File: src/rtl/rrts_pkg.sv
// Shared types and constants for the round-robin thread scheduler.
package rrts_pkg;

  localparam int unsigned ThreadSlotsDefault = 4;
  localparam int unsigned KindW  = 2;
  localparam int unsigned FuncW  = 16;
  localparam int unsigned ArgW   = 16;
  localparam int unsigned TickW  = 16;
  localparam logic [TickW-1:0] TickCompareReset = 16'd391;

  typedef enum logic [KindW-1:0] {
    KindTick   = 2'd0,
    KindButton = 2'd1,
    KindSpawn  = 2'd2,
    KindExit   = 2'd3
  } kind_e;

  typedef struct packed {
    logic push;
    logic pop;
  } queue_ctrl_t;

  typedef struct packed {
    logic empty;
    logic full;
  } queue_status_t;

endpackage

File: src/rtl/rrts_queue.sv
// Circular queue with push-then-pop in the same cycle, optionally reset full of 0..Depth-1.
module rrts_queue #(
  parameter int unsigned Depth    = 4,
  parameter int unsigned Width    = 2,
  parameter bit          InitFull = 1'b0
) (
  input  logic                   clk_i,
  input  logic                   rst_ni,
  input  rrts_pkg::queue_ctrl_t  ctrl_i,
  input  logic [Width-1:0]       push_data_i,
  output logic [Width-1:0]       head_data_o,
  output rrts_pkg::queue_status_t status_o
);
  import rrts_pkg::*;

  localparam int unsigned IdxW = $clog2(Depth);
  localparam int unsigned CntW = $clog2(Depth + 1);
  localparam logic [IdxW-1:0] LastIdx  = IdxW'(Depth - 1);
  localparam logic [CntW-1:0] FullCnt  = CntW'(Depth);
  localparam logic [IdxW:0]   DepthExt = (IdxW + 1)'(Depth);

  logic [Width-1:0] mem_q [Depth];
  logic [IdxW-1:0]  head_q, head_d;
  logic [CntW-1:0]  count_q, count_d;
  logic [IdxW:0]    tail_sum;
  logic [IdxW-1:0]  tail;
  logic             push_ok;

  assign status_o.empty = (count_q == '0);
  assign status_o.full  = (count_q == FullCnt);

  assign push_ok  = ctrl_i.push && !status_o.full;
  assign tail_sum = {1'b0, head_q} + (IdxW + 1)'(count_q);
  assign tail     = (tail_sum >= DepthExt) ? IdxW'(tail_sum - DepthExt) : tail_sum[IdxW-1:0];

  // An empty queue hands the pushed beat straight to the head.
  assign head_data_o = status_o.empty ? push_data_i : mem_q[head_q];

  always_comb begin
    head_d  = head_q;
    count_d = count_q;
    if (ctrl_i.pop) begin
      head_d = (head_q == LastIdx) ? '0 : head_q + 1'b1;
    end
    case ({push_ok, ctrl_i.pop})
      2'b10:   count_d = count_q + 1'b1;
      2'b01:   count_d = count_q - 1'b1;
      default: count_d = count_q;
    endcase
  end

  always_ff @(posedge clk_i or negedge rst_ni) begin
    if (!rst_ni) begin
      head_q  <= '0;
      count_q <= InitFull ? FullCnt : '0;
    end else begin
      head_q  <= head_d;
      count_q <= count_d;
    end
  end

  if (InitFull) begin : g_init_full
    always_ff @(posedge clk_i or negedge rst_ni) begin
      if (!rst_ni) begin
        for (int i = 0; i < Depth; i++) begin
          mem_q[i] <= Width'(i);
        end
      end else if (push_ok) begin
        mem_q[tail] <= push_data_i;
      end
    end
  end else begin : g_init_empty
    always_ff @(posedge clk_i) begin
      if (push_ok) begin
        mem_q[tail] <= push_data_i;
      end
    end
  end

endmodule

File: src/rtl/round_robin_thread_scheduler_top.sv
// Round-robin thread scheduler: event register, single-pass update, result register.
//
// One event (tick, button change, spawn, exit) is taken on every clock at which start is
// high; busy stays low. The event is registered, applied to the free list, the ready queue
// and the running id in a single pass, and its result appears on result_valid_o from the
// result register, for one cycle only: the receiver cannot stall it. A new event may be
// given every cycle. Id ThreadSlots is the initial program, which owns no slot and reports
// function and argument 0. Once a spawn finds no free slot or an exit finds the ready queue
// empty, panic_o stays high and further events change nothing. cfg_we_i writes the tick
// compare value; write it only while no event is in flight.
module round_robin_thread_scheduler_top #(
  parameter int unsigned ThreadSlots = rrts_pkg::ThreadSlotsDefault
) (
  input  logic                                 clk_i,
  input  logic                                 rst_ni,
  input  logic                                 start,
  output logic                                 busy,
  input  logic [rrts_pkg::KindW-1:0]           kind_i,
  input  logic                                 button_level_i,
  input  logic [rrts_pkg::FuncW-1:0]           function_handle_i,
  input  logic signed [rrts_pkg::ArgW-1:0]     argument_i,
  input  logic                                 cfg_we_i,
  input  logic [rrts_pkg::TickW-1:0]           cfg_data_i,
  output logic                                 result_valid_o,
  output logic [$clog2(ThreadSlots+1)-1:0]     running_thread_o,
  output logic [rrts_pkg::FuncW-1:0]           running_function_o,
  output logic signed [rrts_pkg::ArgW-1:0]     running_argument_o,
  output logic                                 switched_o,
  output logic [$clog2(ThreadSlots)-1:0]       spawned_slot_o,
  output logic                                 panic_o
);
  import rrts_pkg::*;

  localparam int unsigned IdW   = $clog2(ThreadSlots + 1);
  localparam int unsigned SlotW = $clog2(ThreadSlots);
  localparam logic [IdW-1:0] InitId = IdW'(ThreadSlots);

  // Event register
  logic              in_valid_q;
  kind_e             in_kind_q;
  logic              in_level_q;
  logic [FuncW-1:0]  in_func_q;
  logic [ArgW-1:0]   in_arg_q;

  // Scheduler state
  logic [TickW-1:0]  tick_cmp_q;
  logic [TickW-1:0]  tick_q, tick_d, tick_inc;
  logic [IdW-1:0]    current_q, current_d;
  logic              started_q, started_d;
  logic              halted_q, halted_d;
  logic [FuncW-1:0]  slot_func_q [ThreadSlots];
  logic [ArgW-1:0]   slot_arg_q  [ThreadSlots];
  logic              slot_we;

  // Queues
  queue_ctrl_t       rq_ctrl, fq_ctrl;
  queue_status_t     rq_status, fq_status;
  logic [IdW-1:0]    rq_push_data, rq_head;
  logic [SlotW-1:0]  fq_head;

  // Result register
  logic              res_valid_q;
  logic [IdW-1:0]    res_thread_q;
  logic [FuncW-1:0]  res_func_q, res_func_d;
  logic [ArgW-1:0]   res_arg_q, res_arg_d;
  logic              res_switched_q, res_switched_d;
  logic [SlotW-1:0]  res_spawned_q, res_spawned_d;
  logic              res_panic_q;

  assign busy = 1'b0;

  always_ff @(posedge clk_i or negedge rst_ni) begin
    if (!rst_ni) begin
      in_valid_q <= 1'b0;
    end else begin
      in_valid_q <= start && !busy;
    end
  end

  always_ff @(posedge clk_i) begin
    if (start && !busy) begin
      in_kind_q  <= kind_e'(kind_i);
      in_level_q <= button_level_i;
      in_func_q  <= function_handle_i;
      in_arg_q   <= argument_i;
    end
  end

  always_ff @(posedge clk_i or negedge rst_ni) begin
    if (!rst_ni) begin
      tick_cmp_q <= TickCompareReset;
    end else if (cfg_we_i) begin
      tick_cmp_q <= cfg_data_i;
    end
  end

  rrts_queue #(
    .Depth    (ThreadSlots + 1),
    .Width    (IdW),
    .InitFull (1'b0)
  ) u_ready_queue (
    .clk_i       (clk_i),
    .rst_ni      (rst_ni),
    .ctrl_i      (rq_ctrl),
    .push_data_i (rq_push_data),
    .head_data_o (rq_head),
    .status_o    (rq_status)
  );

  rrts_queue #(
    .Depth    (ThreadSlots),
    .Width    (SlotW),
    .InitFull (1'b1)
  ) u_free_queue (
    .clk_i       (clk_i),
    .rst_ni      (rst_ni),
    .ctrl_i      (fq_ctrl),
    .push_data_i (current_q[SlotW-1:0]),
    .head_data_o (fq_head),
    .status_o    (fq_status)
  );

  assign tick_inc = tick_q + 1'b1;

  always_comb begin
    rq_ctrl        = '0;
    fq_ctrl        = '0;
    rq_push_data   = current_q;
    current_d      = current_q;
    started_d      = started_q;
    halted_d       = halted_q;
    tick_d         = tick_q;
    slot_we        = 1'b0;
    res_switched_d = 1'b0;
    res_spawned_d  = '0;
    if (in_valid_q && !halted_q) begin
      case (in_kind_q)
        KindSpawn: begin
          if (!started_q) begin
            started_d = 1'b1;
            tick_d    = '0;
          end
          if (fq_status.empty) begin
            halted_d = 1'b1;
          end else begin
            fq_ctrl.pop   = 1'b1;
            slot_we       = 1'b1;
            rq_ctrl.push  = 1'b1;
            rq_push_data  = IdW'(fq_head);
            res_spawned_d = fq_head;
          end
        end
        KindTick: begin
          if (started_q) begin
            tick_d = tick_inc;
            if (tick_inc == tick_cmp_q) begin
              // Requeue the running id and take the head; an empty queue returns it.
              tick_d         = '0;
              rq_ctrl.push   = 1'b1;
              rq_ctrl.pop    = 1'b1;
              current_d      = rq_head;
              res_switched_d = 1'b1;
            end
          end
        end
        KindButton: begin
          if (started_q && !in_level_q) begin
            rq_ctrl.push   = 1'b1;
            rq_ctrl.pop    = 1'b1;
            current_d      = rq_head;
            res_switched_d = 1'b1;
          end
        end
        KindExit: begin
          if (started_q && (current_q < InitId)) begin
            fq_ctrl.push = !fq_status.full;
            if (rq_status.empty) begin
              halted_d = 1'b1;
            end else begin
              rq_ctrl.pop    = 1'b1;
              current_d      = rq_head;
              res_switched_d = 1'b1;
            end
          end
        end
        default: begin
          halted_d = halted_q;
        end
      endcase
    end
  end

  // A spawned slot is never the running one, so the old slot contents suffice here.
  always_comb begin
    if (current_d < InitId) begin
      res_func_d = slot_func_q[current_d[SlotW-1:0]];
      res_arg_d  = slot_arg_q[current_d[SlotW-1:0]];
    end else begin
      res_func_d = '0;
      res_arg_d  = '0;
    end
  end

  always_ff @(posedge clk_i or negedge rst_ni) begin
    if (!rst_ni) begin
      tick_q      <= '0;
      current_q   <= InitId;
      started_q   <= 1'b0;
      halted_q    <= 1'b0;
      res_valid_q <= 1'b0;
    end else begin
      tick_q      <= tick_d;
      current_q   <= current_d;
      started_q   <= started_d;
      halted_q    <= halted_d;
      res_valid_q <= in_valid_q;
    end
  end

  always_ff @(posedge clk_i) begin
    if (slot_we) begin
      slot_func_q[fq_head] <= in_func_q;
      slot_arg_q[fq_head]  <= in_arg_q;
    end
  end

  always_ff @(posedge clk_i) begin
    if (in_valid_q) begin
      res_thread_q   <= current_d;
      res_func_q     <= res_func_d;
      res_arg_q      <= res_arg_d;
      res_switched_q <= res_switched_d;
      res_spawned_q  <= res_spawned_d;
      res_panic_q    <= halted_d;
    end
  end

  assign result_valid_o     = res_valid_q;
  assign running_thread_o   = res_thread_q;
  assign running_function_o = res_func_q;
  assign running_argument_o = res_arg_q;
  assign switched_o         = res_switched_q;
  assign spawned_slot_o     = res_spawned_q;
  assign panic_o            = res_panic_q;

  // Every accepted beat yields exactly one result, through the event register and the result register.
  a_result_follows: assert property (@(posedge clk_i) disable iff (!rst_ni)
    (start && !busy) |-> ##2 result_valid_o)
    else $error("result strobe missing after accepted event");

  // Halt is sticky.
  a_halt_sticky: assert property (@(posedge clk_i) disable iff (!rst_ni)
    halted_q |=> halted_q)
    else $error("halt flag dropped");

  // A dispatch always finds a thread, so it never comes with a halt.
  a_switch_no_panic: assert property (@(posedge clk_i) disable iff (!rst_ni)
    (result_valid_o && switched_o) |-> !panic_o)
    else $error("dispatch reported together with panic");

  // A spawn never dispatches.
  a_spawn_no_switch: assert property (@(posedge clk_i) disable iff (!rst_ni)
    (result_valid_o && (spawned_slot_o != '0)) |-> !switched_o)
    else $error("spawn reported a dispatch");

endmodule
File: config.mk
export PLATFORM = sky130hd
export DESIGN_NAME = round_robin_thread_scheduler_top
export DESIGN_NICKNAME = d
export VERILOG_FILES = /design/src/rtl/rrts_pkg.sv /design/src/rtl/rrts_queue.sv /design/src/rtl/round_robin_thread_scheduler_top.sv
export SDC_FILE = /design/constraint.sdc
export NUM_CORES = 1
export LEC_CHECK = 0
export ABC_AREA = 1
export CAP_MARGIN = 20
export CORE_UTILIZATION = 35
export DETAILED_ROUTE_END_ITERATION = 7
export DONT_BUFFER_PORTS = 1
export PLACE_DENSITY = 0.59
export SYNTH_ARGS = -nofsm -noshare
export SYNTH_HDL_FRONTEND = slang
export SYNTH_HIERARCHICAL = 1
export SYNTH_SLANG_ARGS = --single-unit
File: constraint.sdc
create_clock -name clk_i -period 6.35 [get_ports clk_i]
set_clock_uncertainty 0.1 [all_clocks]
set_input_delay 0.9525 -clock clk_i [delete_from_list [all_inputs] [get_ports clk_i]]
set_output_delay 0.9525 -clock clk_i [all_outputs]
set_load 0.01 [all_outputs]
=== Yosys cells after proc, flatten, opt, wreduce, memory -nomap -nowiden ===
Memories as Yosys holds them, arrays and structs flattened. A register that Yosys moved wholly into a read port is not among the register bits.
Index checks and enable logic that the tools add are counted.

* Equal/unequal tests: 14
* Divide/modulo/power cells: 0
* Reductions and logical operators: 21
* Magnitude comparators: 7
* Muxes and demuxes: 55
* Shift operators: 0
* Add/subtract/negate cells: 11
* Bitwise operators: 4
* $mul: 0

{| class="wikitable"
|+ Operators with widths
! kind !! number
|-
| $mux 16 || 3
|-
| $mux 3 || 12
|-
| $pmux 16 s2 || 1
|-
| $mux 2 || 11
|-
| $mux 1 || 18
|-
| $add 16x1->16 const B || 1
|-
| $eq 16x16->1 || 1
|-
| $pmux 3 s2 || 2
|-
| $eq 2x2->1 const B || 5
|-
| $add 3x1->3 const B || 3
|-
| $eq 3x3->1 const B || 3
|-
| $ge 3x3->1 const B || 3
|-
| $pmux 1 s3 || 3
|-
| $pmux 3 s3 || 1
|-
| $bwmux 8 || 1
|-
| $eq 2x1->1 const B || 3
|-
| $logic_and 1x1->1 || 6
|-
| $logic_not 1->1 || 6
|-
| $logic_not 3->1 || 2
|-
| $lt 3x3->1 const B || 2
|-
| $not 2->3 || 2
|-
| $reduce_bool 2->1 || 3
|-
| $sub 3x1->3 const B || 2
|-
| $add 3x3->4 || 1
|-
| other kinds (15) || 17
|}

* Output and inout bits: 41
* Register bits after elaboration: 100
* ROM bits: 0
* Memories kept: 3
* Word-level logic and storage cells: 138
* Bits in latches: 0
* Memory bits (writable): 143
* Input bits: 55

{| class="wikitable"
|+ Memory list
! memory !! depth !! width !! rd ports !! clocked after memory_dff !! wr ports !! line !! text
|-
| slot_arg_q || 4 || 16 || 1 || 1 || 1 || round_robin_thread_scheduler_top.sv:52 || <nowiki>logic [ArgW-1:0] slot_arg_q [ThreadSlots];</nowiki>
|-
| slot_func_q || 4 || 16 || 1 || 1 || 1 || round_robin_thread_scheduler_top.sv:51 || <nowiki>logic [FuncW-1:0] slot_func_q [ThreadSlots];</nowiki>
|-
| u_ready_queue.mem_q || 5 || 3 || 1 || 0 || 1 || rrts_queue.sv:22 || <nowiki>logic [Width-1:0] mem_q [Depth];</nowiki>
|}

=== Depth between registers and ports, before layout ===
Gate-level depths: netlist of run 1.

* Word-level depth: 15
* Depth in mapped cells: 24
* Depth with buffers taken out: 24

=== By module ===
Netlist of run 1, hierarchy kept.

{| class="wikitable"
|+ Modules (own cells, without submodules)
! module !! seq. area each (µm²) !! times used !! cells an instance !! area each (µm²)
|-
| round_robin_thread_scheduler_top || 7049.3 || 1 || 930 || 10323.7
|-
| rrts_queue at u_ready_queue || 600.6 || 1 || 129 || 1244.9
|-
| rrts_queue at u_free_queue || 331.6 || 1 || 102 || 785.8
|}

=== Worst setup path before layout of run 1 ===
No wires, ideal clock.

* Path kind: reg-to-reg
* From: register in_valid_q
* To: memory slot_arg_q[0][0] (enable)
* Library setup time: 0.461 ns
* Required time: 5.789 ns
* Cell stages (with the launch flop): 9
* Period minus slack after synthesis: 4.848 ns
* Buffers on the path: 0
* Data arrival time: 4.286 ns
* Slack: 1.502 ns
* Cells stage by stage: dfrtp_1 -> inv_1 -> nor2_1 -> inv_1 -> nor2_1 -> inv_1 -> nor2_1 -> inv_1 -> nor3_1

* Longest elaborated chain between the ends: 4

{| class="wikitable"
|+ RTL lines
! what !! line !! text
|-
| start: declaration || round_robin_thread_scheduler_top.sv:39 || <nowiki>logic in_valid_q;</nowiki>
|-
| start signal: assignment || round_robin_thread_scheduler_top.sv:76 || <nowiki>in_valid_q <= start && !busy;</nowiki>
|-
| $logic_and 1x1->1 || round_robin_thread_scheduler_top.sv:136 || <nowiki>if (in_valid_q && !halted_q) begin</nowiki>
|-
| $mux 1 || round_robin_thread_scheduler_top.sv:136 ||
|-
| $mux 1 || round_robin_thread_scheduler_top.sv:221 || <nowiki>if (slot_we) begin</nowiki>
|-
| $mux 1 (not written as such) || round_robin_thread_scheduler_top.sv:223 || <nowiki>slot_arg_q[fq_head] <= in_arg_q;</nowiki>
|-
| end: declaration || round_robin_thread_scheduler_top.sv:52 ||
|}

No other way between the ends.

=== Worst setup path in the final report of run 1 ===
* From: register in_kind_q[1]
* To: register res_func_q[14], in the netlist running_function_o[14], read port of slot_func_q, data pin

* Longest elaborated chain between the ends: 10
* Elaborated cells on any way between the ends: 16
* Classes of those cells: order compare: 1; eq/ne: 3; mux: 10; reduce/logical: 2

{| class="wikitable"
|+ RTL lines
! what !! line !! text
|-
| start: declaration || round_robin_thread_scheduler_top.sv:40 || <nowiki>kind_e in_kind_q;</nowiki>
|-
| start signal: assignment || round_robin_thread_scheduler_top.sv:82 || <nowiki>in_kind_q <= kind_e'(kind_i);</nowiki>
|-
| $eq 2x2->1 (*) || round_robin_thread_scheduler_top.sv:137 || <nowiki>case (in_kind_q)</nowiki>
|-
| $mux 3 (*) || round_robin_thread_scheduler_top.sv:137 ||
|-
| $mux 3 (*) || round_robin_thread_scheduler_top.sv:136 ||
|-
| named net rq_push_data[0] || round_robin_thread_scheduler_top.sv:58 || <nowiki>logic [IdW-1:0] rq_push_data, rq_head;</nowiki>
|-
| $mux 3 (*) || rrts_queue.sv:37 || <nowiki>assign head_data_o = status_o.empty ? push_data_i : mem_q[head_q];</nowiki>
|-
| named net rq_head[0] || round_robin_thread_scheduler_top.sv:58 ||
|-
| $mux 3, on equally long branches || round_robin_thread_scheduler_top.sv:177, round_robin_thread_scheduler_top.sv:156 ||
|-
| $mux 3, on equally long branches || round_robin_thread_scheduler_top.sv:175, round_robin_thread_scheduler_top.sv:154 ||
|-
| $pmux 3 s3 (*) || round_robin_thread_scheduler_top.sv:137 ||
|-
| $mux 3 (*) || round_robin_thread_scheduler_top.sv:136 ||
|-
| $lt 3x3->1 || round_robin_thread_scheduler_top.sv:195 || <nowiki>if (current_d < InitId) begin</nowiki>
|-
| $logic_not 1->1 (no line) || - ||
|-
| end: declaration || round_robin_thread_scheduler_top.sv:64 || <nowiki>logic [FuncW-1:0] res_func_q, res_func_d;</nowiki>
|}

The timed path passes the listed nets; every way through them passes the cells marked *.
A chain may end at the register's enable or synchronous reset.

==> flow_summary.ini, run 1 <==
[worst_setup_path]
worstSetupPathType = reg -> reg
ff2ff_path_depth = 20
crit_path_start = in_kind_q[1]$_DFFE_PP_
critPathLaunchType = register
arrival_ps = 4840
r2r_slack_ps = 1810
crit_fanout = 65
r2r_start = in_kind_q[1]$_DFFE_PP_
r2r-end = running_function_o[14]$_SDFFCE_PP0P_
cp.required_ps = 6650
end_kind = register

[logic_synthesis]
synthTopCellsByArea = edfxtp_1, dfrtp_1, nand2_1
syn-instance-count = 1161
synth_warnings = 6
ys_types = 45
postSynth.topFlopCell = edfxtp_1
syn_area_mm2 = 0.01235
syn_nets = 1231
synth_top_area_share_pct = 52.74
synth.most_common_cell = nand2_1
synthAdderAreaFrac_pct = 1.701
synth_top_cell_by_area = edfxtp_1
ys_ff_latch = 275
synthXorXnorAreaFrac_pct = 0.5368
ys_top_cells_by_count = nand2_1, edfxtp_1, inv_1
synth.area.mux_share_pct = 0.09115
yosys.area_share.simple_pct = 20.01
synth-compound-area-share_pct = 5.226
syn_avg_cell_area_um2 = 10.64
yosysSeqAreaShare_pct = 64.60
synth_top_family_by_area = simple AND/OR/NAND/NOR gates
synth_async_sr_flop_share_pct = 21.09
synth_edf_count = 217

[timing]
final.period_utilization_pct = 71.47
rsz0062_at_grt = false
setup_violations = 0
fin_crit_ps = 4538
slew_violations = 0
setup_slack_ps = 1812
setup_tns_ps = 0
fmax_mhz = 220.4
worst_pin_slew_ps = 1119
hold_violations = 0
slew_headroom_pct = 25.21

[route]
routedWlPerCell_um = 16.02
drcViolationCount = 0
dr.first_iter.drc_count = 439
vias = 7963
ant_nets = 0
routed_wl_um = 26340
vias_per_cell = 4.844
first_pass_iters = 5

[grt]
gr-usage-all-layers_pct = 14.62
first_global_vias = 7686
antenna_found_initial = 0
grt_max_degree = 66
overflow = 0
grt_pass1_wl_um = 41230

[clock_network]
clock_latency_ps = 570
clk_path_buf_depth = 3
cts_buffers = 30
clkTransAtPathRegs_ps = 60
clock_sinks = 275
cts_tree = built
cts-root-buf = clkbuf_16
post_cts_buffers = 0
h-tree-depth = 1

[floorplanning]
rows = 68
start_util_pct = 35.68
die_y_um = 189.9
die_x_um = 189.9
core_area_mm2 = 0.03463
boundaryPins = 96
dieArea_mm2 = 0.03605

[place]
gp_congestion = 0.8785
portBuffers = 0
dp_hpwl_um = 15550
pre_cts_slack_ps = 1897

[power]
cellPowerDensity_mw_per_mm2 = 411.7
ir_worst_vdd_mv = 0.2580
leakage_nw = 5.574

[layout]
finalNetCount = 1235
regArea_mm2 = 0.007983
nFillCells = 3257
drive_above_1_share_pct = 10.01
antennaDiodeCount = 0
multi_input_area_mm2 = 0.003456
area_growth_syn_to_layout_pct = 12.41

[hold_path]
hold_class = in -> async

[status]
status = completed

[run]
maxCapViolations = 0
==> repair_timing <==
action	CTS	global route
hold endpoints to repair	47	0
gates resized for setup	0	0
hold buffers	1	0
==> per-stage QoR <==
stage | cell area, µm² | std cells | hold slack (ps) | power, mW | util, %
finish | 13890 | 1644 | 126.2 | 5.717 | 40.10
global route | 13890 | 1644 | 94.69 | 6.041 | 40.10
CTS | 13870 | 1643 | 94.04 | 5.758 | 40.05
detailed placement | 12800 | 1586 | 352.2 | 3.934 | 36.95
global placement | 12800 | 1586 | 346.9 | 3.899 | 36.95
floorplan | 12350 | 1161 | 336.4 | 3.578 | -
==> cells by family after synthesis <==
| group | after synthesis |
|---|---|
| AND/OR/NAND/NOR | 517 |
| flip-flops | 275 |
| buffers and inverters | 231 |
| AO/OA/AOI/OAI | 115 |
| adder cells (fa/ha/maj) | 15 |
| XOR/XNOR | 6 |
| other | 1 |
| multiplexers | 1 |
==> critical path, stage by stage (launching register included) <==
cell and delay (ps):
edfxtp_1 470, inv_1 90, nor2_1 170, inv_1 80
nor2_1 130, inv_1 70, nor2_1 440, nand2_1 300
o21ai_0 310, nor2_1 100, a21oi_1 200, inv_1 80
a21oi_1 180, a211oi_1 100, nand2_2 70, buf_4 580
nand2_2 70, buf_4 370, nand2_1 150, nand3_1 80
a21oi_1 190
==> per-layer routing <==
metal  GRT usage (%)  part of all wire, %
met1           18.13                   44
met2           24.48                   48
met3           3.468                  5.5
met4           5.831                  2.7
met5               0                    0
==> power by group <==
group	internal, mW	switching [mW]	total [mW]	leakage [nW]
clock network	1.09	0.715	1.80	0.501
registers	2.24	0.212	2.45	2.74
logic	0.463	1.00	1.46	2.33
total	3.79	1.93	5.72	5.57
==> cells in the final DEF (no fill, tap or decap), types with 8 or more instances in the layout <==
master / synthesis / routed
clkbuf_1: 15 / 9
nand4_1: 12 / 12
o22ai_1: 13 / 13
nor2_1: 53 / 51
edfxtp_1: 217 / 217
o21ai_0: 33 / 33
nand2_1: 226 / 224
dfrtp_1: 47 / 46
buf_4: 9 / 9
ha_1: 12 / 12
nand3b_1: 32 / 32
clkbuf_16: 0 / 31
nand3_1: 155 / 155
nand2_2: 11 / 13
nand3_2: 8 / 8
a21oi_1: 51 / 51
inv_1: 186 / 186
dfstp_2: 11 / 11
==> final cells by class <==
type                    instances  area share (%)
repair buffers                 11          0.8289
inverters                     192           5.190
multi-input cells             655           24.89
well taps                     455           4.099
clock buffers                  42           6.028
flip-flops and latches        275           57.48
clock inverters                14           1.487
==> state kept, by name, indices dropped and copies added, names as in the netlist, 3 cells and up <==
| signal | cells |
|---|---|
| slot_arg_q | 64 |
| slot_func_q | 64 |
| in_arg_q | 16 |
| in_func_q | 16 |
| running_argument_o | 16 |
| running_function_o | 16 |
| tick_cmp_q | 16 |
| tick_q | 16 |
| u_ready_queue/mem_q | 15 |
| u_free_queue/mem_q | 8 |
| current_q | 3 |
| running_thread_o | 3 |
| u_free_queue/count_q | 3 |
| u_ready_queue/count_q | 3 |
| u_ready_queue/head_q | 3 |
==> how the worst max path moves through the flow <==
stage	slack [ps]	end	depth (start not counted)
6_report	1810	running_function_o[14]$_SDFFCE_PP0P_	20
5_1_grt	1310	running_function_o[14]$_SDFFCE_PP0P_	20
4_1_cts	1840	running_function_o[14]$_SDFFCE_PP0P_	20
3_5_place_dp	1900	running_function_o[14]$_SDFFCE_PP0P_	20
3_3_place_gp	2090	running_argument_o[14]$_SDFFCE_PP0P_	20
2_1_floorplan	1500	slot_arg_q[0][0]$_DFFE_PP_	8
Note: power is estimated with default switching activity, not from simulation.
==> run 2: changes to the inputs <==
- PLACE_DENSITY: 0.59 -> 0.61
- clock period: 6.35 -> 4 ns (I/O delays scaled with it)
==> flow_summary.ini, run 2 (synthesized netlist as in run 1, its figures left out) <==
[layout]
area_growth_syn_to_layout_pct = 14.53
top_regs = slot_arg_q (64), slot_func_q (64)
final_common_cell = nand2_1
utilization_pct = 40.86
finalNetCount = 1259
layout_common_cells = nand2_1, edfxtp_1, inv_1
drive_above_1_share_pct = 10.31

[clock_network]
cts_tree = built
clkTransAtPathRegs_ps = 70
cts_buffers = 29
post_cts_buffers = 0
clock_latency_ps = 570
h-tree-depth = 1
clock_sinks = 275
clk_path_buf_depth = 3
cts-root-buf = clkbuf_16

[timing]
fin_crit_ps = 3622
slew_headroom_pct = 27.98
worst_pin_slew_ps = 1076
rsz0062_at_grt = false
setup_violations = 0
setup_tns_ps = 0
fmax_mhz = 276.1
holdWs_ps = 22.58
final.period_utilization_pct = 90.54
slew_violations = 0
hold_violations = 0

[power]
leakage_nw = 5.695
cellPowerDensity_mw_per_mm2 = 653.0
ir_worst_vdd_mv = 0.3841
power_mw = 9.240

[grt]
overflow = 0
first_global_vias = 7986
grt_pass1_wl_um = 42190
gr-usage-all-layers_pct = 14.98
antenna_found_initial = 2
grt_max_degree = 65

[worst_setup_path]
critPathLaunchType = register
r2r_start = tick_q[1]$_DFFE_PN0P_
crit_path_start = tick_q[1]$_DFFE_PN0P_
crit_family = simple AND/OR/NAND/NOR gates
worstSetupPathType = reg -> reg
crit_slowest_cell = dfrtp_1
path_cells = ha_2 -> nand2_1 -> nor2_4 -> nand4_1 -> nand2_1 -> nand2_1 -> nand2_1 -> nor2_1 -> nand2_1 -> nor2_4 -> nand3_2 -> inv_1 -> a221oi_1 -> nor2_1 -> inv_1 -> nor2_8 -> inv_1 -> ha_1 -> inv_1 -> fa_1 -> a21oi_1 -> o21ai_0 -> xor2_1
path_buf_inv = 4
cp.required_ps = 4340
crit_fanout = 8
arrival_ps = 3960
cpPeakStageDelay_ps = 420
critPathMostFrequentCell = nand2_1
ff2ff_path_depth = 23
cp.depth = 23
end_kind = register

[route]
dr.first_iter.drc_count = 519
vias = 8022
routedWlPerCell_um = 16.04
ant_nets = 0
drcViolationCount = 0
vias_per_cell = 4.806
first_pass_iters = 6
routed_wl_um = 26760

[place]
portBuffers = 0
dp_hpwl_um = 16030
gp_congestion = 0.8871

[floorplanning]
dieArea_mm2 = 0.03605
die_y_um = 189.9
core_area_mm2 = 0.03463
rows = 68
start_util_pct = 35.68
boundaryPins = 96
die_x_um = 189.9

[hold_path]
hold_start = kind_i[0]
hold_class = in -> reg
hold_path_depth = 0

[status]
status = completed

[run]
maxCapViolations = 0
-- run 2: worst reg2reg max path: stages, from the launching register on --
cell	delay [ps]
dfrtp_1	420
ha_2	260
nand2_1	130
nor2_4	230
nand4_1	190
nand2_1	130
nand2_1	60
nand2_1	60
nor2_1	40
nand2_1	100
nor2_4	60
nand3_2	100
inv_1	60
a221oi_1	240
nor2_1	70
inv_1	150
nor2_8	60
inv_1	50
ha_1	130
inv_1	60
fa_1	380
a21oi_1	140
o21ai_0	120
xor2_1	160
-- run 2: metal layers --
layer | wire [µm] | up-vias | share of wire, % | track usage, %
met4 | 809 | 0 | 3.0 | 6.141
li1 | - | 3964 | - | -
met5 | 0 | - | 0 | 0
met1 | 11430 | 3776 | 43 | 18.85
met3 | 1689 | 54 | 6.3 | 2.988
met2 | 12830 | 228 | 48 | 25.14
-- run 2: path summary, 6_finish.rpt --
check                                                        to  slack (ps)
max                        u_ready_queue/count_q[2]$_DFFE_PN0P_         380
min                                      in_kind_q[0]$_DFFE_PP_          20
max reg2reg                u_ready_queue/count_q[2]$_DFFE_PN0P_         380
min reg2reg                   u_free_queue/mem_q[4]$_DFFE_PN1P_         370
max in group asynchronous     u_free_queue/mem_q[3]$_DFFE_PN1P_        3000
min in group asynchronous                 tick_q[3]$_DFFE_PN0P_         500
-- run 2: layout make-up --
| cell class | instances | area (µm²) |
|---|---|---|
| inverters | 192 | 720.7 |
| fillers | 3226 | 20480 |
| multi-input cells | 655 | 3458 |
| clock inverters | 16 | 255.2 |
| well taps | 455 | 569.3 |
| flip-flops and latches | 275 | 7983 |
| clock buffers | 38 | 779.5 |
| repair buffers | 36 | 379.1 |
| diodes | 2 | 5.005 |
-- run 2: what timing repair did --
action,in CTS,in global routing
hold endpoints to repair,78,0
endpoints found under the setup margin,0,13
hold buffers,20,0
gates resized for setup,0,2
-- run 2: report_power, final --
group | switching (mW) | total, mW | internal (mW)
registers | 0.338 | 3.89 | 3.55
logic | 1.63 | 2.43 | 0.800
clock network | 1.15 | 2.92 | 1.77
total | 3.12 | 9.24 | 6.12
-- run 2: through the flow --
stage,std cells,setup WS (ps),area [µm²]
floorplan,1161,-847.6,12360
global placement,1593,451.5,12890
detailed placement,1593,348.8,12890
CTS,1667,325.6,14140
global route,1669,12.35,14150
finish,1669,378.3,14150
==> run 3: changes to the inputs <==
- GPL_ROUTABILITY_DRIVEN: default -> 0
- RECOVER_POWER: default -> 50
==> flow_summary.ini, run 3 (synthesized netlist as in run 1, its figures left out) <==
[status]
status = finished with violations
violations = capacitance limit, slew limit

[power]
power_mw = 9.242
switching_share_pct = 33.76
pwr-share-clk_pct = 31.6
intPower_mw = 6.122
pwr-share-comb_pct = 26.3
seqPwrFrac_pct = 42.1
leakage_nw = 5.691
cellPowerDensity_mw_per_mm2 = 653.4
switchingPower_mw = 3.120
ir_worst_vdd_mv = 0.3844

[route]
first_pass_iters = 7
ant_nets = 0
routedWlPerCell_um = 16.03
dr.first_iter.drc_count = 513
drcViolationCount = 0
vias_per_cell = 4.797
vias = 8006
routed_wl_um = 26750

[grt]
grt_pass1_wl_um = 42190
grt_max_degree = 65
gr-usage-all-layers_pct = 14.98
antenna_found_initial = 2
overflow = 0
first_global_vias = 7986

[layout]
area_growth_syn_to_layout_pct = 14.50
multi_input_area_mm2 = 0.003458
final_common_cell = nand2_1
drive_above_1_share_pct = 10.15
top_regs = slot_arg_q (64), slot_func_q (64)
finalNetCount = 1259
nFillCells = 3228
utilization_pct = 40.85
regArea_mm2 = 0.007983
layout_common_cells = nand2_1, edfxtp_1, inv_1

[clock_network]
cts-root-buf = clkbuf_16
clock_latency_ps = 570
h-tree-depth = 1
clkTransAtPathRegs_ps = 70
clock_sinks = 275
post_cts_buffers = 0
clk_path_buf_depth = 3
cts_tree = built
cts_buffers = 29

[worst_setup_path]
end_kind = register
worstSetupPathType = reg -> reg
arrival_ps = 3960
crit_fanout = 8
critPathLaunchType = register
cp.required_ps = 4340

[timing]
fmax_mhz = 276.3
worst_pin_slew_ps = 3010
setup_violations = 0
slew_violations = 42
rsz0062_at_grt = false
slew_headroom_pct = -100.7
final.period_utilization_pct = 90.47
fin_crit_ps = 3619
hold_violations = 0

[floorplanning]
die_x_um = 189.9
boundaryPins = 96
start_util_pct = 35.68
core_area_mm2 = 0.03463
die_y_um = 189.9
rows = 68
dieArea_mm2 = 0.03605

[hold_path]
hold_class = in -> reg

[place]
dp_hpwl_um = 16030
portBuffers = 0

[run]
maxCapViolations = 1
run 3: repair_timing:
item / 4_1_cts / 5_1_grt
hold endpoints to repair: 78 / 0
resized for setup: 0 / 2
hold buffers: 20 / 0
endpoints found under the setup margin: 0 / 13
run 3: area by class of cell:
cell class	count	area share [%]
multi-input combinational	655	24.45
timing repair buffer	36	2.653
antenna	2	0.03538
inverter	192	5.095
clock buffer	38	5.510
tap	455	4.024
clock inverter	16	1.804
sequential	275	56.43
run 3: path summary, 6_finish.rpt:
check	start	endpoint	slack, ps	cells past startpoint
min in group asynchronous	rst_ni	tick_q[3]$_DFFE_PN0P_	500	2
hold reg to reg	u_free_queue/mem_q[4]$_DFFE_PN1P_	u_free_queue/mem_q[4]$_DFFE_PN1P_	370	2
max in group asynchronous	rst_ni	u_free_queue/mem_q[3]$_DFFE_PN1P_	3000	2
setup / recovery	tick_q[1]$_DFFE_PN0P_	u_ready_queue/count_q[2]$_DFFE_PN0P_	380	23
setup reg to reg	tick_q[1]$_DFFE_PN0P_	u_ready_queue/count_q[2]$_DFFE_PN0P_	380	23
hold / removal	kind_i[0]	in_kind_q[0]$_DFFE_PP_	20	0
run 3: metrics by stage:
stage / hold WS (ps) / std cells / TNS, ps / cell area, µm² / setup WS [ps]
floorplan: 204.4 / 1161 / -54250 / 12360 / -847.6
global placement: 206.0 / 1593 / 0 / 12890 / 451.5
detailed placement: 206.4 / 1593 / 0 / 12890 / 348.8
CTS: 0.1228 / 1667 / 0 / 14140 / 325.6
global route: 5.296 / 1669 / 0 / 14150 / 12.35
finish: 21.85 / 1669 / 0 / 14150 / 381.2
run 3: critical path, cell delays in order (launching register included):
cell      delay, ps
dfrtp_1         420
ha_2            260
nand2_1         130
nor2_4          230
nand4_1         190
nand2_1         130
nand2_1          60
nand2_1          60
nor2_1           40
nand2_1         100
nor2_4           60
nand3_2         100
inv_1            60
a221oi_1        240
nor2_1           70
inv_1           150
nor2_8           60
inv_1            50
ha_1            130
inv_1            60
fa_1            380
a21oi_1         140
o21ai_0         120
xor2_1          160
run 3: per-layer routing:
metal	GRT usage (%)	wire (µm)
met2	25.14	12840
met3	2.988	1610
met1	18.85	11500
met4	6.141	799
met5	0	0
run 3: power by group through the flow:
stage,clock (mW),combinational (mW),sequential (mW)
floorplan,0,1.86,3.83
global placement,0,2.35,3.95
detailed placement,0,2.40,3.95
CTS,2.98,2.45,3.90
global route,3.07,2.74,3.93
finish,2.92,2.43,3.89
